**src/rtl/core/dtq_pkg.sv**
```systemverilog
// dtq_pkg: shared constants, codes and controller/datapath interface types
// for the deadline timer queue. No dependencies.
package dtq_pkg;

	localparam int NUM_TIMERS = 16;
	localparam int TIME_BITS  = 64;
	localparam int IDX_W      = $clog2(NUM_TIMERS);

	localparam logic [2:0] CMD_ADD     = 3'd0;
	localparam logic [2:0] CMD_CANCEL  = 3'd1;
	localparam logic [2:0] CMD_REFRESH = 3'd2;
	localparam logic [2:0] CMD_RESET   = 3'd3;
	localparam logic [2:0] CMD_TICK    = 3'd4;
	localparam logic [2:0] CMD_QUERY   = 3'd5;

	localparam logic [1:0] ST_DONE    = 2'd0;
	localparam logic [1:0] ST_REFUSED = 2'd1;
	localparam logic [1:0] ST_FULL    = 2'd2;

	typedef struct packed {
		logic latch;
		logic apply;
		logic idx_clr;
		logic scan_clr;
		logic scan_step;
		logic scan_due;
		logic due_step;
		logic sel;
		logic post;
		logic reload_step;
		logic emit_one;
		logic emit_step;
	} dtq_ctl_t;

	typedef struct packed {
		logic is_tick;
		logic idx_last;
		logic found;
		logic ocnt_zero;
		logic list_last;
	} dtq_sts_t;

endpackage

```
**src/rtl/core/dtq_datapath.sv**
```systemverilog
// dtq_datapath: timer table, tick counter, min-deadline scan unit,
// expiry list and result registers. Depends on dtq_pkg.
module dtq_datapath (
	input  logic                 clk,
	input  logic                 arst_n,
	input  dtq_pkg::dtq_ctl_t    ctl,
	output dtq_pkg::dtq_sts_t    sts,
	input  logic [2:0]           cmd,
	input  logic [3:0]           slot,
	input  logic [31:0]          period,
	input  logic                 repeat_req,
	input  logic                 restart_now,
	output logic                 done,
	output logic [1:0]           status,
	output logic [3:0]           slot_id,
	output logic                 expired_valid,
	output logic                 last,
	output logic [31:0]          remaining,
	output logic                 front_notice,
	output logic                 any_pending
);
	import dtq_pkg::*;

	localparam int N  = NUM_TIMERS;
	localparam int IW = IDX_W;
	localparam int TW = TIME_BITS;

	logic [2:0]    cmd_q;
	logic [3:0]    slot_q;
	logic [31:0]   per_q;
	logic          rep_q;
	logic          fnow_q;

	logic [TW-1:0] now_q;
	logic [TW-1:0] dl_q [N];
	logic [31:0]   ps_q [N];
	logic [N-1:0]  rf_q;
	logic [N-1:0]  pend_q;
	logic [N-1:0]  live_q;
	logic [N-1:0]  due_q;
	logic          note_q;

	logic [IW-1:0] idx_q;
	logic [IW-1:0] best_q;
	logic [TW-1:0] best_dl_q;
	logic          found_q;
	logic [IW-1:0] order_q [N];
	logic [IW:0]   ocnt_q;
	logic          enq_q;
	logic [IW-1:0] target_q;

	logic [1:0]    res_status_q;
	logic [3:0]    res_slot_q;
	logic          res_note_q;
	logic [31:0]   rem_q;

	logic          free_found;
	logic [IW-1:0] free_idx;
	logic [IW-1:0] sidx;
	logic          inr;
	logic          add_ok, can_ok, ref_ok, rst_same, rst_ok;
	logic          cand;
	logic [TW-1:0] cur_dl;
	logic          note_hit;
	logic [TW-1:0] diff;
	logic [31:0]   rem_calc;
	logic [IW-1:0] t_idx;

	always_comb begin
		free_found = 1'b0;
		free_idx   = '0;
		for (int i = N - 1; i >= 0; i--) begin
			if (!live_q[i]) begin
				free_found = 1'b1;
				free_idx   = IW'(i);
			end
		end
	end

	assign inr      = {28'd0, slot_q} < 32'(N);
	assign sidx     = inr ? IW'(slot_q) : '0;
	assign add_ok   = (cmd_q == CMD_ADD) && free_found;
	assign can_ok   = (cmd_q == CMD_CANCEL) && inr && live_q[sidx];
	assign ref_ok   = (cmd_q == CMD_REFRESH) && inr && live_q[sidx] && pend_q[sidx];
	assign rst_same = inr && (per_q == ps_q[sidx]) && !fnow_q;
	assign rst_ok   = (cmd_q == CMD_RESET) && inr && !rst_same && live_q[sidx] && pend_q[sidx];

	assign cur_dl   = dl_q[idx_q];
	assign cand     = (ctl.scan_due ? due_q[idx_q] : pend_q[idx_q])
	                  && (!found_q || cur_dl < best_dl_q);
	assign note_hit = enq_q && found_q && (best_q == target_q) && !note_q;
	assign t_idx    = order_q[idx_q];

	// saturating distance to the earliest deadline
	always_comb begin
		diff = best_dl_q - now_q;
		if (!found_q)
			rem_calc = 32'hFFFF_FFFF;
		else if (now_q >= best_dl_q)
			rem_calc = 32'd0;
		else if (diff > TW'(32'hFFFF_FFFF))
			rem_calc = 32'hFFFF_FFFF;
		else
			rem_calc = 32'(diff);
	end

	assign sts.is_tick   = (cmd_q == CMD_TICK);
	assign sts.idx_last  = (idx_q == IW'(N - 1));
	assign sts.found     = found_q;
	assign sts.ocnt_zero = (ocnt_q == '0);
	assign sts.list_last = ({1'b0, idx_q} == (ocnt_q - 1'b1));

	// control state
	always_ff @(posedge clk or negedge arst_n) begin
		if (!arst_n) begin
			now_q     <= '0;
			pend_q    <= '0;
			live_q    <= '0;
			due_q     <= '0;
			note_q    <= 1'b0;
			idx_q     <= '0;
			found_q   <= 1'b0;
			ocnt_q    <= '0;
			enq_q     <= 1'b0;
			done      <= 1'b0;
		end else begin
			done <= ctl.emit_one || ctl.emit_step;
			if (ctl.idx_clr)
				idx_q <= '0;
			else if (ctl.scan_step || ctl.due_step || ctl.reload_step || ctl.emit_step)
				idx_q <= idx_q + 1'b1;
			if (ctl.scan_clr)
				found_q <= 1'b0;
			else if (ctl.scan_step && cand)
				found_q <= 1'b1;
			if (ctl.apply) begin
				ocnt_q <= '0;
				enq_q  <= add_ok || rst_ok;
				if (add_ok) begin
					live_q[free_idx] <= 1'b1;
					pend_q[free_idx] <= 1'b1;
				end
				if (can_ok) begin
					live_q[sidx] <= 1'b0;
					pend_q[sidx] <= 1'b0;
				end
				if (cmd_q == CMD_TICK)
					now_q <= now_q + 1'b1;
			end
			if (ctl.due_step)
				due_q[idx_q] <= pend_q[idx_q] && (cur_dl <= now_q);
			if (ctl.sel && found_q) begin
				due_q[best_q] <= 1'b0;
				ocnt_q        <= ocnt_q + 1'b1;
			end
			if (ctl.reload_step)
				pend_q[t_idx] <= rf_q[t_idx];
			if (ctl.post) begin
				if (cmd_q == CMD_QUERY)
					note_q <= 1'b0;
				else if (note_hit)
					note_q <= 1'b1;
			end
		end
	end

	// table payload and result registers
	always_ff @(posedge clk) begin
		if (ctl.latch) begin
			cmd_q  <= cmd;
			slot_q <= slot;
			per_q  <= period;
			rep_q  <= repeat_req;
			fnow_q <= restart_now;
		end
		if (ctl.scan_step && cand) begin
			best_q    <= idx_q;
			best_dl_q <= cur_dl;
		end
		if (ctl.apply) begin
			target_q   <= add_ok ? free_idx : sidx;
			res_note_q <= 1'b0;
			rem_q      <= '0;
			if (add_ok) begin
				ps_q[free_idx] <= per_q;
				rf_q[free_idx] <= rep_q;
				dl_q[free_idx] <= now_q + TW'(per_q);
			end
			if (ref_ok)
				dl_q[sidx] <= now_q + TW'(ps_q[sidx]);
			if (rst_ok) begin
				ps_q[sidx] <= per_q;
				if (fnow_q)
					dl_q[sidx] <= now_q + TW'(per_q);
				else
					dl_q[sidx] <= dl_q[sidx] + TW'(per_q) - TW'(ps_q[sidx]);
			end
			case (cmd_q)
				CMD_ADD: begin
					res_status_q <= free_found ? ST_DONE : ST_FULL;
					res_slot_q   <= free_found ? 4'(free_idx) : 4'd0;
				end
				CMD_CANCEL: begin
					res_status_q <= (can_ok && pend_q[sidx]) ? ST_DONE : ST_REFUSED;
					res_slot_q   <= slot_q;
				end
				CMD_REFRESH: begin
					res_status_q <= ref_ok ? ST_DONE : ST_REFUSED;
					res_slot_q   <= slot_q;
				end
				CMD_RESET: begin
					res_status_q <= (rst_ok || rst_same) ? ST_DONE : ST_REFUSED;
					res_slot_q   <= slot_q;
				end
				CMD_TICK, CMD_QUERY: begin
					res_status_q <= ST_DONE;
					res_slot_q   <= 4'd0;
				end
				default: begin
					res_status_q <= ST_REFUSED;
					res_slot_q   <= 4'd0;
				end
			endcase
		end
		if (ctl.sel && found_q)
			order_q[ocnt_q[IW-1:0]] <= best_q;
		if (ctl.reload_step && rf_q[t_idx])
			dl_q[t_idx] <= now_q + TW'(ps_q[t_idx]);
		if (ctl.post) begin
			if (cmd_q == CMD_QUERY)
				rem_q <= rem_calc;
			else if (note_hit)
				res_note_q <= 1'b1;
		end
		if (ctl.emit_one) begin
			status        <= res_status_q;
			slot_id       <= res_slot_q;
			expired_valid <= 1'b0;
			last          <= 1'b1;
			remaining     <= rem_q;
			front_notice  <= res_note_q;
			any_pending   <= |pend_q;
		end else if (ctl.emit_step) begin
			status        <= ST_DONE;
			slot_id       <= 4'(t_idx);
			expired_valid <= 1'b1;
			last          <= sts.list_last;
			remaining     <= '0;
			front_notice  <= 1'b0;
			any_pending   <= |pend_q;
		end
	end

endmodule

```
**src/rtl/core/dtq_ctrl.sv**
```systemverilog
// dtq_ctrl: command sequencer for the timer queue datapath.
// Depends on dtq_pkg.
module dtq_ctrl (
	input  logic                 clk,
	input  logic                 arst_n,
	input  logic                 start,
	output logic                 busy,
	input  dtq_pkg::dtq_sts_t    sts,
	output dtq_pkg::dtq_ctl_t    ctl
);
	import dtq_pkg::*;

	typedef enum logic [3:0] {
		S_IDLE, S_APPLY, S_SCAN, S_POST, S_EMIT1,
		S_DUE, S_SCLR, S_SSCAN, S_SEL, S_RELOAD, S_EMITS
	} state_t;

	state_t state_q;

	assign busy = (state_q != S_IDLE);

	always_comb begin
		ctl = '0;
		case (state_q)
			S_IDLE:   ctl.latch = start;
			S_APPLY: begin
				ctl.apply    = 1'b1;
				ctl.idx_clr  = 1'b1;
				ctl.scan_clr = 1'b1;
			end
			S_SCAN:   ctl.scan_step = 1'b1;
			S_POST:   ctl.post = 1'b1;
			S_EMIT1:  ctl.emit_one = 1'b1;
			S_DUE:    ctl.due_step = 1'b1;
			S_SCLR: begin
				ctl.idx_clr  = 1'b1;
				ctl.scan_clr = 1'b1;
			end
			S_SSCAN: begin
				ctl.scan_step = 1'b1;
				ctl.scan_due  = 1'b1;
			end
			S_SEL: begin
				ctl.sel     = 1'b1;
				ctl.idx_clr = !sts.found;
			end
			S_RELOAD: begin
				ctl.reload_step = 1'b1;
				ctl.idx_clr     = sts.list_last;
			end
			S_EMITS:  ctl.emit_step = 1'b1;
			default:  ctl = '0;
		endcase
	end

	always_ff @(posedge clk or negedge arst_n) begin
		if (!arst_n) begin
			state_q <= S_IDLE;
		end else begin
			case (state_q)
				S_IDLE:   if (start) state_q <= S_APPLY;
				S_APPLY:  state_q <= sts.is_tick ? S_DUE : S_SCAN;
				S_SCAN:   if (sts.idx_last) state_q <= S_POST;
				S_POST:   state_q <= S_EMIT1;
				S_EMIT1:  state_q <= S_IDLE;
				S_DUE:    if (sts.idx_last) state_q <= S_SCLR;
				S_SCLR:   state_q <= S_SSCAN;
				S_SSCAN:  if (sts.idx_last) state_q <= S_SEL;
				S_SEL: begin
					if (sts.found)
						state_q <= S_SCLR;
					else
						state_q <= sts.ocnt_zero ? S_EMIT1 : S_RELOAD;
				end
				S_RELOAD: if (sts.list_last) state_q <= S_EMITS;
				S_EMITS:  if (sts.list_last) state_q <= S_IDLE;
				default:  state_q <= S_IDLE;
			endcase
		end
	end

endmodule

```
**src/rtl/core/deadline_timer_queue.sv**
```systemverilog
// Deadline timer queue: NUM_TIMERS timers, one item at a time.
// Non-tick items: one serial min-deadline scan (one slot per cycle), then post.
// Tick: a due pass, then min-deadline scans that pick the expired timers in
// deadline order, then a reload pass; results leave on consecutive cycles.
// Results are strobed by done for one cycle; the receiver cannot stall.
// arst_n clears time, pending/live flags and the controller; no clearing pass.
module deadline_timer_queue (
	input  logic        clk,
	input  logic        arst_n,
	input  logic        start,
	output logic        busy,
	input  logic [2:0]  cmd,
	input  logic [3:0]  slot,
	input  logic [31:0] period,
	input  logic        repeat_req,
	input  logic        restart_now,
	output logic        done,
	output logic [1:0]  status,
	output logic [3:0]  slot_id,
	output logic        expired_valid,
	output logic        last,
	output logic [31:0] remaining,
	output logic        front_notice,
	output logic        any_pending
);
	import dtq_pkg::*;

	dtq_ctl_t ctl;
	dtq_sts_t sts;

	dtq_ctrl u_ctrl (
		.clk    (clk),
		.arst_n (arst_n),
		.start  (start),
		.busy   (busy),
		.sts    (sts),
		.ctl    (ctl)
	);

	dtq_datapath u_dp (
		.clk           (clk),
		.arst_n        (arst_n),
		.ctl           (ctl),
		.sts           (sts),
		.cmd           (cmd),
		.slot          (slot),
		.period        (period),
		.repeat_req    (repeat_req),
		.restart_now   (restart_now),
		.done          (done),
		.status        (status),
		.slot_id       (slot_id),
		.expired_valid (expired_valid),
		.last          (last),
		.remaining     (remaining),
		.front_notice  (front_notice),
		.any_pending   (any_pending)
	);

endmodule
```
**config.mk**
```make
export PLATFORM = sky130hd
export DESIGN_NAME = deadline_timer_queue
export DESIGN_NICKNAME = d
export VERILOG_FILES = /design/src/rtl/core/dtq_pkg.sv /design/src/rtl/core/dtq_datapath.sv /design/src/rtl/core/dtq_ctrl.sv /design/src/rtl/core/deadline_timer_queue.sv
export SDC_FILE = /design/constraint.sdc
export NUM_CORES = 2
export LEC_CHECK = 0
export BUFFER_PORTS_ARGS = -buffer_cell sky130_fd_sc_hd__clkbuf_2
export CAP_MARGIN = 20
export CELL_PAD_IN_SITES_DETAIL_PLACEMENT = 0
export CELL_PAD_IN_SITES_GLOBAL_PLACEMENT = 1
export CORE_UTILIZATION = 50
export CTS_CLUSTER_DIAMETER = 200
export DETAILED_ROUTE_END_ITERATION = 16
export PLACE_DENSITY = 0.75
export SYNTH_ARGS = -nofsm -noshare
export SYNTH_HDL_FRONTEND = slang
export SYNTH_SLANG_ARGS = --single-unit
```
**constraint.sdc**
```tcl
create_clock -name clk -period 19.3 [get_ports clk]
set_input_delay 3.86 -clock clk [delete_from_list [all_inputs] [get_ports clk]]
set_output_delay 3.86 -clock clk [all_outputs]
set_load 0.02 [all_outputs]
```
After elaboration in Yosys (flattened, before gate mapping). Memories as Yosys holds them, arrays and structs flattened. A register that Yosys moved wholly into a read port is not among the register bits. Cells that the tools add are included. W data, S select, Z words.

Bits in registers: 339. Memory bits (writable): 1600. Output and inout port bits: 44. Memories kept: 3.

$add $sub $neg: 10. Order comparisons: 14. Equality and inequality tests: 25. Mux-type cells: 158. Bitwise gates (word level): 9. Reductions and logical operators: 54.

Memory list: u_dp.dl_q (words 16, width 64, rd ports 2, clocked after Yosys merged registers in 1, write ports 1, line dtq_datapath.sv:35) `logic [TW-1:0] dl_q [N];`; u_dp.ps_q (words 16, width 32, rd ports 2, clocked after Yosys merged registers in 1, write ports 1, line dtq_datapath.sv:36) `logic [31:0] ps_q [N];`; u_dp.order_q (words 16, width 4, rd ports 1, clocked after Yosys merged registers in 0, write ports 1, line dtq_datapath.sv:47) `logic [IW-1:0] order_q [N];`.

Operators with widths (number): $mux W32 (9); $add A64 B32 Y64 (4); $mux W64 (4); $mux W16 (10); $mux W4 (35); $reduce_or A64 Y1 (2); $mux W1 (77); $add A64 B1 Y64 const B (1); $ge A64 B64 Y1 (1); $gt A64 B32 Y1 const B (1); $le A64 B64 Y1 (1); $lt A64 B64 Y1 (1); $sub A64 B32 Y64 (1); $sub A64 B64 Y64 (1); $and A16 B16 Y16 (3); $bwmux W16 (3); $pmux W4 S10 (1); $eq A32 B32 Y1 (1); $not A16 Y16 (2); $or A16 B16 Y16 (2); $reduce_or A32 Y1 (1); $lt A4 B5 Y1 const B (5); $logic_and A1 B1 Y1 (22); $bmux W1 S4 (5); 34 further kinds (77).

Depth between registers and ports, before layout.
Word-level depth: 28. Gate-level depth with buffers: 29. Mapped depth without buffers: 21.

By module. Synthesis repeated with hierarchy kept, for this count alone.

Cell total of the unflattened synthesis: 9284. Area total of the unflattened synthesis: 118145.8 sq um.

By module, submodules not included: dtq_datapath (times used 1, cells each 9218, area each 117624.1 sq um, sequential area each 57209.9 sq um); dtq_ctrl (times used 1, cells each 66, area each 521.8 sq um, sequential area each 100.1 sq um).

Worst setup path before layout. OpenSTA, ideal clock, no wires.

Kind: register -> register. Start: register u_dp.idx_q[0]. End: register u_dp.best_dl_q[0], enable pin. Setup time: 0.535 ns. Arrival time: 9.056 ns. Required time: 18.765 ns. Setup slack: 9.709 ns. Cell stages (with the launch flop): 22. Path buffers: 6. Clock period less this slack: 9.591 ns. Cell sequence: dfrtp_1 buf_2 buf_4 buf_2 clkbuf_1 buf_1 buf_1 mux4_2 mux4_2 ha_1 a21o_1 a21o_1 a21o_1 a21o_1 a21o_1 a211oi_1 a211oi_1 o31a_1 o21ai_0 and3b_1 o31ai_1 a31oi_1.

Longest elaborated chain between the ends: 5. Elaborated cells between the ends (all ways): 10.

Ends and longest elaborated chain: start: declaration (line dtq_datapath.sv:43) `logic [IW-1:0] idx_q;`; start signal: assignment (line dtq_datapath.sv:131) `idx_q <= idx_q + 1'b1;`; $mem_v2 Z16 W64; via u_dp.cur_dl[17] (line dtq_datapath.sv:63) `logic [TW-1:0] cur_dl;`; $lt A64 B64 Y1 (line dtq_datapath.sv:90) `&& (!found_q || cur_dl < best_dl_q);`; $logic_or A1 B1 Y1 (line dtq_datapath.sv:90); $logic_and A1 B1 Y1 (line dtq_datapath.sv:90); $logic_and A1 B1 Y1 (line dtq_datapath.sv:176) `if (ctl.scan_step && cand) begin`; end signal: assignment (line dtq_datapath.sv:178) `best_dl_q <= cur_dl;`; end: declaration (line dtq_datapath.sv:45) `logic [TW-1:0] best_dl_q;`.

The timed path passes the listed nets, and every way through them passes these cells. The select of a mux whose other input is x is not followed. A chain may end at the register's enable or synchronous reset.

==> qor.txt <==
Final Hold Fails = 0
IR drop worst, VDD = 0.169 mV
DRT Pass-1 Iters = 6
most instantiated cells after synthesis = 1775 x edfxtp_1, 792 x mux4_2, 517 x a21oi_1
Max clock buf depth = 3
xor/xnor share of the synthesized area = 2.51%
Max FO, Critical Path = 44
final setup violation count = 0
antenna violations before repair = 12
TNS Setup = 0 ns
first-pass GRT wire length = 504000 µm
post-synth cell types = 114
synthesized area = 0.109 mm²
Max Clk Rate = 0.0910 GHz
Post-Route Skew = 0.0675 ns
# nets final = 8360
cts repair resizes = 0
Post-synth EDFFs = 1775
Max Cap Violations = 0
vias per inst = 6.78
Worst Path Arrival = 11.50 ns
largest family of logic cells by synthesized area = multiplexers
post-synthesis adder-cell area fraction = 4.81%
IO Port Bufs = 87
largest net degree at the start of global routing = 182
Initial Util = 50.4%
Main synth FF type = edfxtp_1
CTS Buf Count = 205
most frequent cell after synthesis = edfxtp_1
worst hold slack = 0.466 ns
mux cell area share after synthesis = 19.1%
GRT Overall Usage = 31.9%
sequential area share after synthesis = 52.8%
initial drt markers = 9268
Final Max Slew Viols = 0
CTS sink cnt = 1943
CP most frequent cell = a21oi_1
Post-Synth Simple-Gate Area = 7.29%
Crit path required time = 19.81 ns
Pleak = 0.0406 µW
proportion of layout cells with a drive suffix above 1 = 19.7%
Clk Latency, worst-skew pair = 0.90 ns
Synth warnings = 0
dominant cell type by area after synthesis = edfxtp_1
CP peak stage delay = 1.15 ns
# rows = 170
grt total ovfl = 0
RSZ-0062 raised after global routing = false
worst hold path class = register to register
crit path kind = register to register
Area Growth Syn to Fin = 10.3%
vias in the first global route = 71500
status = completed
die area = 0.219 mm²
DP HPWL = 237000 µm
Rel. slew slack = 11.8%
Mean Syn Cell Area = 13.8 µm²
number of hold buffers added after CTS = 0
CTS tree = done
post-synth top area share = 49.1%
# DRC = 0
final wirelength = 351000 µm
clk root buf = clkbuf_16
Clock Pin Slew Worst Setup and Hold Paths = 0.06 ns
Syn Inst Count = 7873
Synth Register Bits = 1943
Final Cycle Share = 56.9%
chip height = 468 µm
post-layout minimum cycle time = 10.99 ns
fill count = 17200
antenna violation net count after detailed routing = 0
DR vias = 74200
post-synthesis compound-gate area fraction = 10.3%
Worst-Margin Slew = 1.31 ns
# IOs = 88
endpoint class of the critical path = register
routability congestion estimate = 1.01
hold path startpoint = u_dp.res_note_q
postcts setup bufs = 0
top cells by area, synth = edfxtp_1 49%, mux4_2 16%, ha_1 4.1%, dfrtp_1 3.0%, a21oi_1 2.4%
Die Wd = 468 µm
CP startpoint kind = register
slowest stage cell, crit path = nor4_1
Post-synth ARST share = 6.64%
WL per Instance = 32.1 µm
pwr/cell area = 132 mW/mm²
Syn Nets = 8313
CP cell instances = buf_4 -> buf_4 -> buf_4 -> mux4_2 -> mux4_2 -> inv_1 -> fa_1 -> inv_1 -> ha_1 -> and3_1 -> nand3_1 -> o31ai_1 -> a211oi_1 -> nor4_1 -> o221ai_1 -> a21oi_1 -> a21oi_1 -> o31ai_1 -> xor2_1 -> a21oi_1 -> a21oi_1
H-tree Lvls = 4
Core Box Area = 0.215 mm²
sequential cells by signal (all words and copies together) (netlist names), 5 cells and up, named ones only:
name and count:
u_dp.pend_q 16, u_dp.live_q 16, u_dp.now_q 64, u_dp.order_q 64, u_dp.best_dl_q 64, u_dp.per_q 32
u_dp.dl_q 1024, u_dp.due_q 16, u_dp.ocnt_q 5, u_dp.rf_q 16, u_dp.ps_q 512, u_dp.remaining 32
u_dp.rem_q 32
critical path, delay by kind of cell, from the launching register on:
kind                       cells  cell delay [ns]
AOI/OAI and AO/OA              8             3.43
xor gates and xnor gates       1             0.20
adders and majority gates      2             0.70
buffers and inverters          5             2.54
DFF                            1             0.79
muxes                          2             1.16
and+or+nand+nor                3             1.54
cell families after synthesis:
| family | count (synthesis) |
|---|---|
| flops | 1943 |
| compound gates | 1716 |
| simple gates | 1590 |
| mux | 1079 |
| buf+inv | 838 |
| fa+ha+maj | 396 |
| xor+xnor | 311 |
layout by cell type, fill, tap and decap left out, types with 29 or more instances in the layout:
master,Yosys,layout
edfxtp_1,1775,1775
mux4_2,792,790
a21oi_1,517,512
nand2_1,416,416
inv_1,368,367
ha_1,360,360
nor2_1,376,344
o21ai_0,262,261
a211oi_1,261,260
mux2i_1,253,253
xnor2_1,233,233
clkbuf_16,0,206
buf_4,21,198
nor2b_1,177,176
a21o_1,144,144
dfrtp_1,129,125
nand3_1,111,111
nor3_1,107,107
nand4_1,89,89
clkbuf_2,0,86
xor2_1,78,78
nand2b_1,68,67
o22ai_1,68,67
and3_1,63,63
clkinv_1,7,50
o21a_1,50,50
a31oi_1,49,47
fa_1,36,36
or3_1,35,35
dfxtp_1,39,35
o211ai_1,33,33
a21oi_2,33,33
mux2_2,33,32
o21bai_1,32,32
nor4_1,32,32
clkinv_2,0,32
clkbuf_1,288,31
nor2_4,1,30
bufinv_16,0,29
stage by stage:
step	total power, µW	util (%)	instances	setup WS, ns	instance area, µm²
floorplan	9620	-	7873	9.71	109000
global placement	11600	52.3	10500	8.73	112000
detailed placement	11600	52.3	10500	8.52	113000
CTS	15700	55.6	10900	8.45	120000
global route	16500	55.6	10900	7.92	120000
finish	15800	55.6	10900	8.31	120000
layer usage:
layer	share of wire [%]	vias to the layer above	global-route usage (%)
li1	-	31300	-
met4	3.2	6	10.1
met2	46	3875	49.0
met1	42	38400	46.4
met5	0.0080	-	0
met3	9.3	591	5.36
where the power goes:
group / internal (µW) / switching (µW)
clock: 2380 / 1750
sequential: 4840 / 218
combinational: 2510 / 4120
total: 9720 / 6080
layout make-up:
class | count | area (µm²) | area share [%]
flip-flops and latches | 1943 | 57300 | 47.9
well taps | 2838 | 3550 | 2.96
clock inverters | 146 | 1760 | 1.47
inverters | 377 | 1420 | 1.18
multi-input cells | 5092 | 48200 | 40.2
clock buffers | 240 | 5310 | 4.44
repair buffers | 301 | 2210 | 1.85
diodes | 5 | 12.5 | 0.0104
path summary, 6_finish.rpt:
kind / endpoint / slack [ns] / cells after the start
max: u_dp.dl_q[5][61] / 8.31 / 21
min: u_dp.res_note_q / 0.47 / 1
max reg2reg: u_dp.dl_q[5][61] / 8.31 / 21
min reg2reg: u_dp.res_note_q / 0.47 / 1
max in group asynchronous: u_dp.idx_q[1] / 14.53 / 2
min in group asynchronous: u_dp.live_q[5] / 3.01 / 1
(Power assumes the default switching activity.)
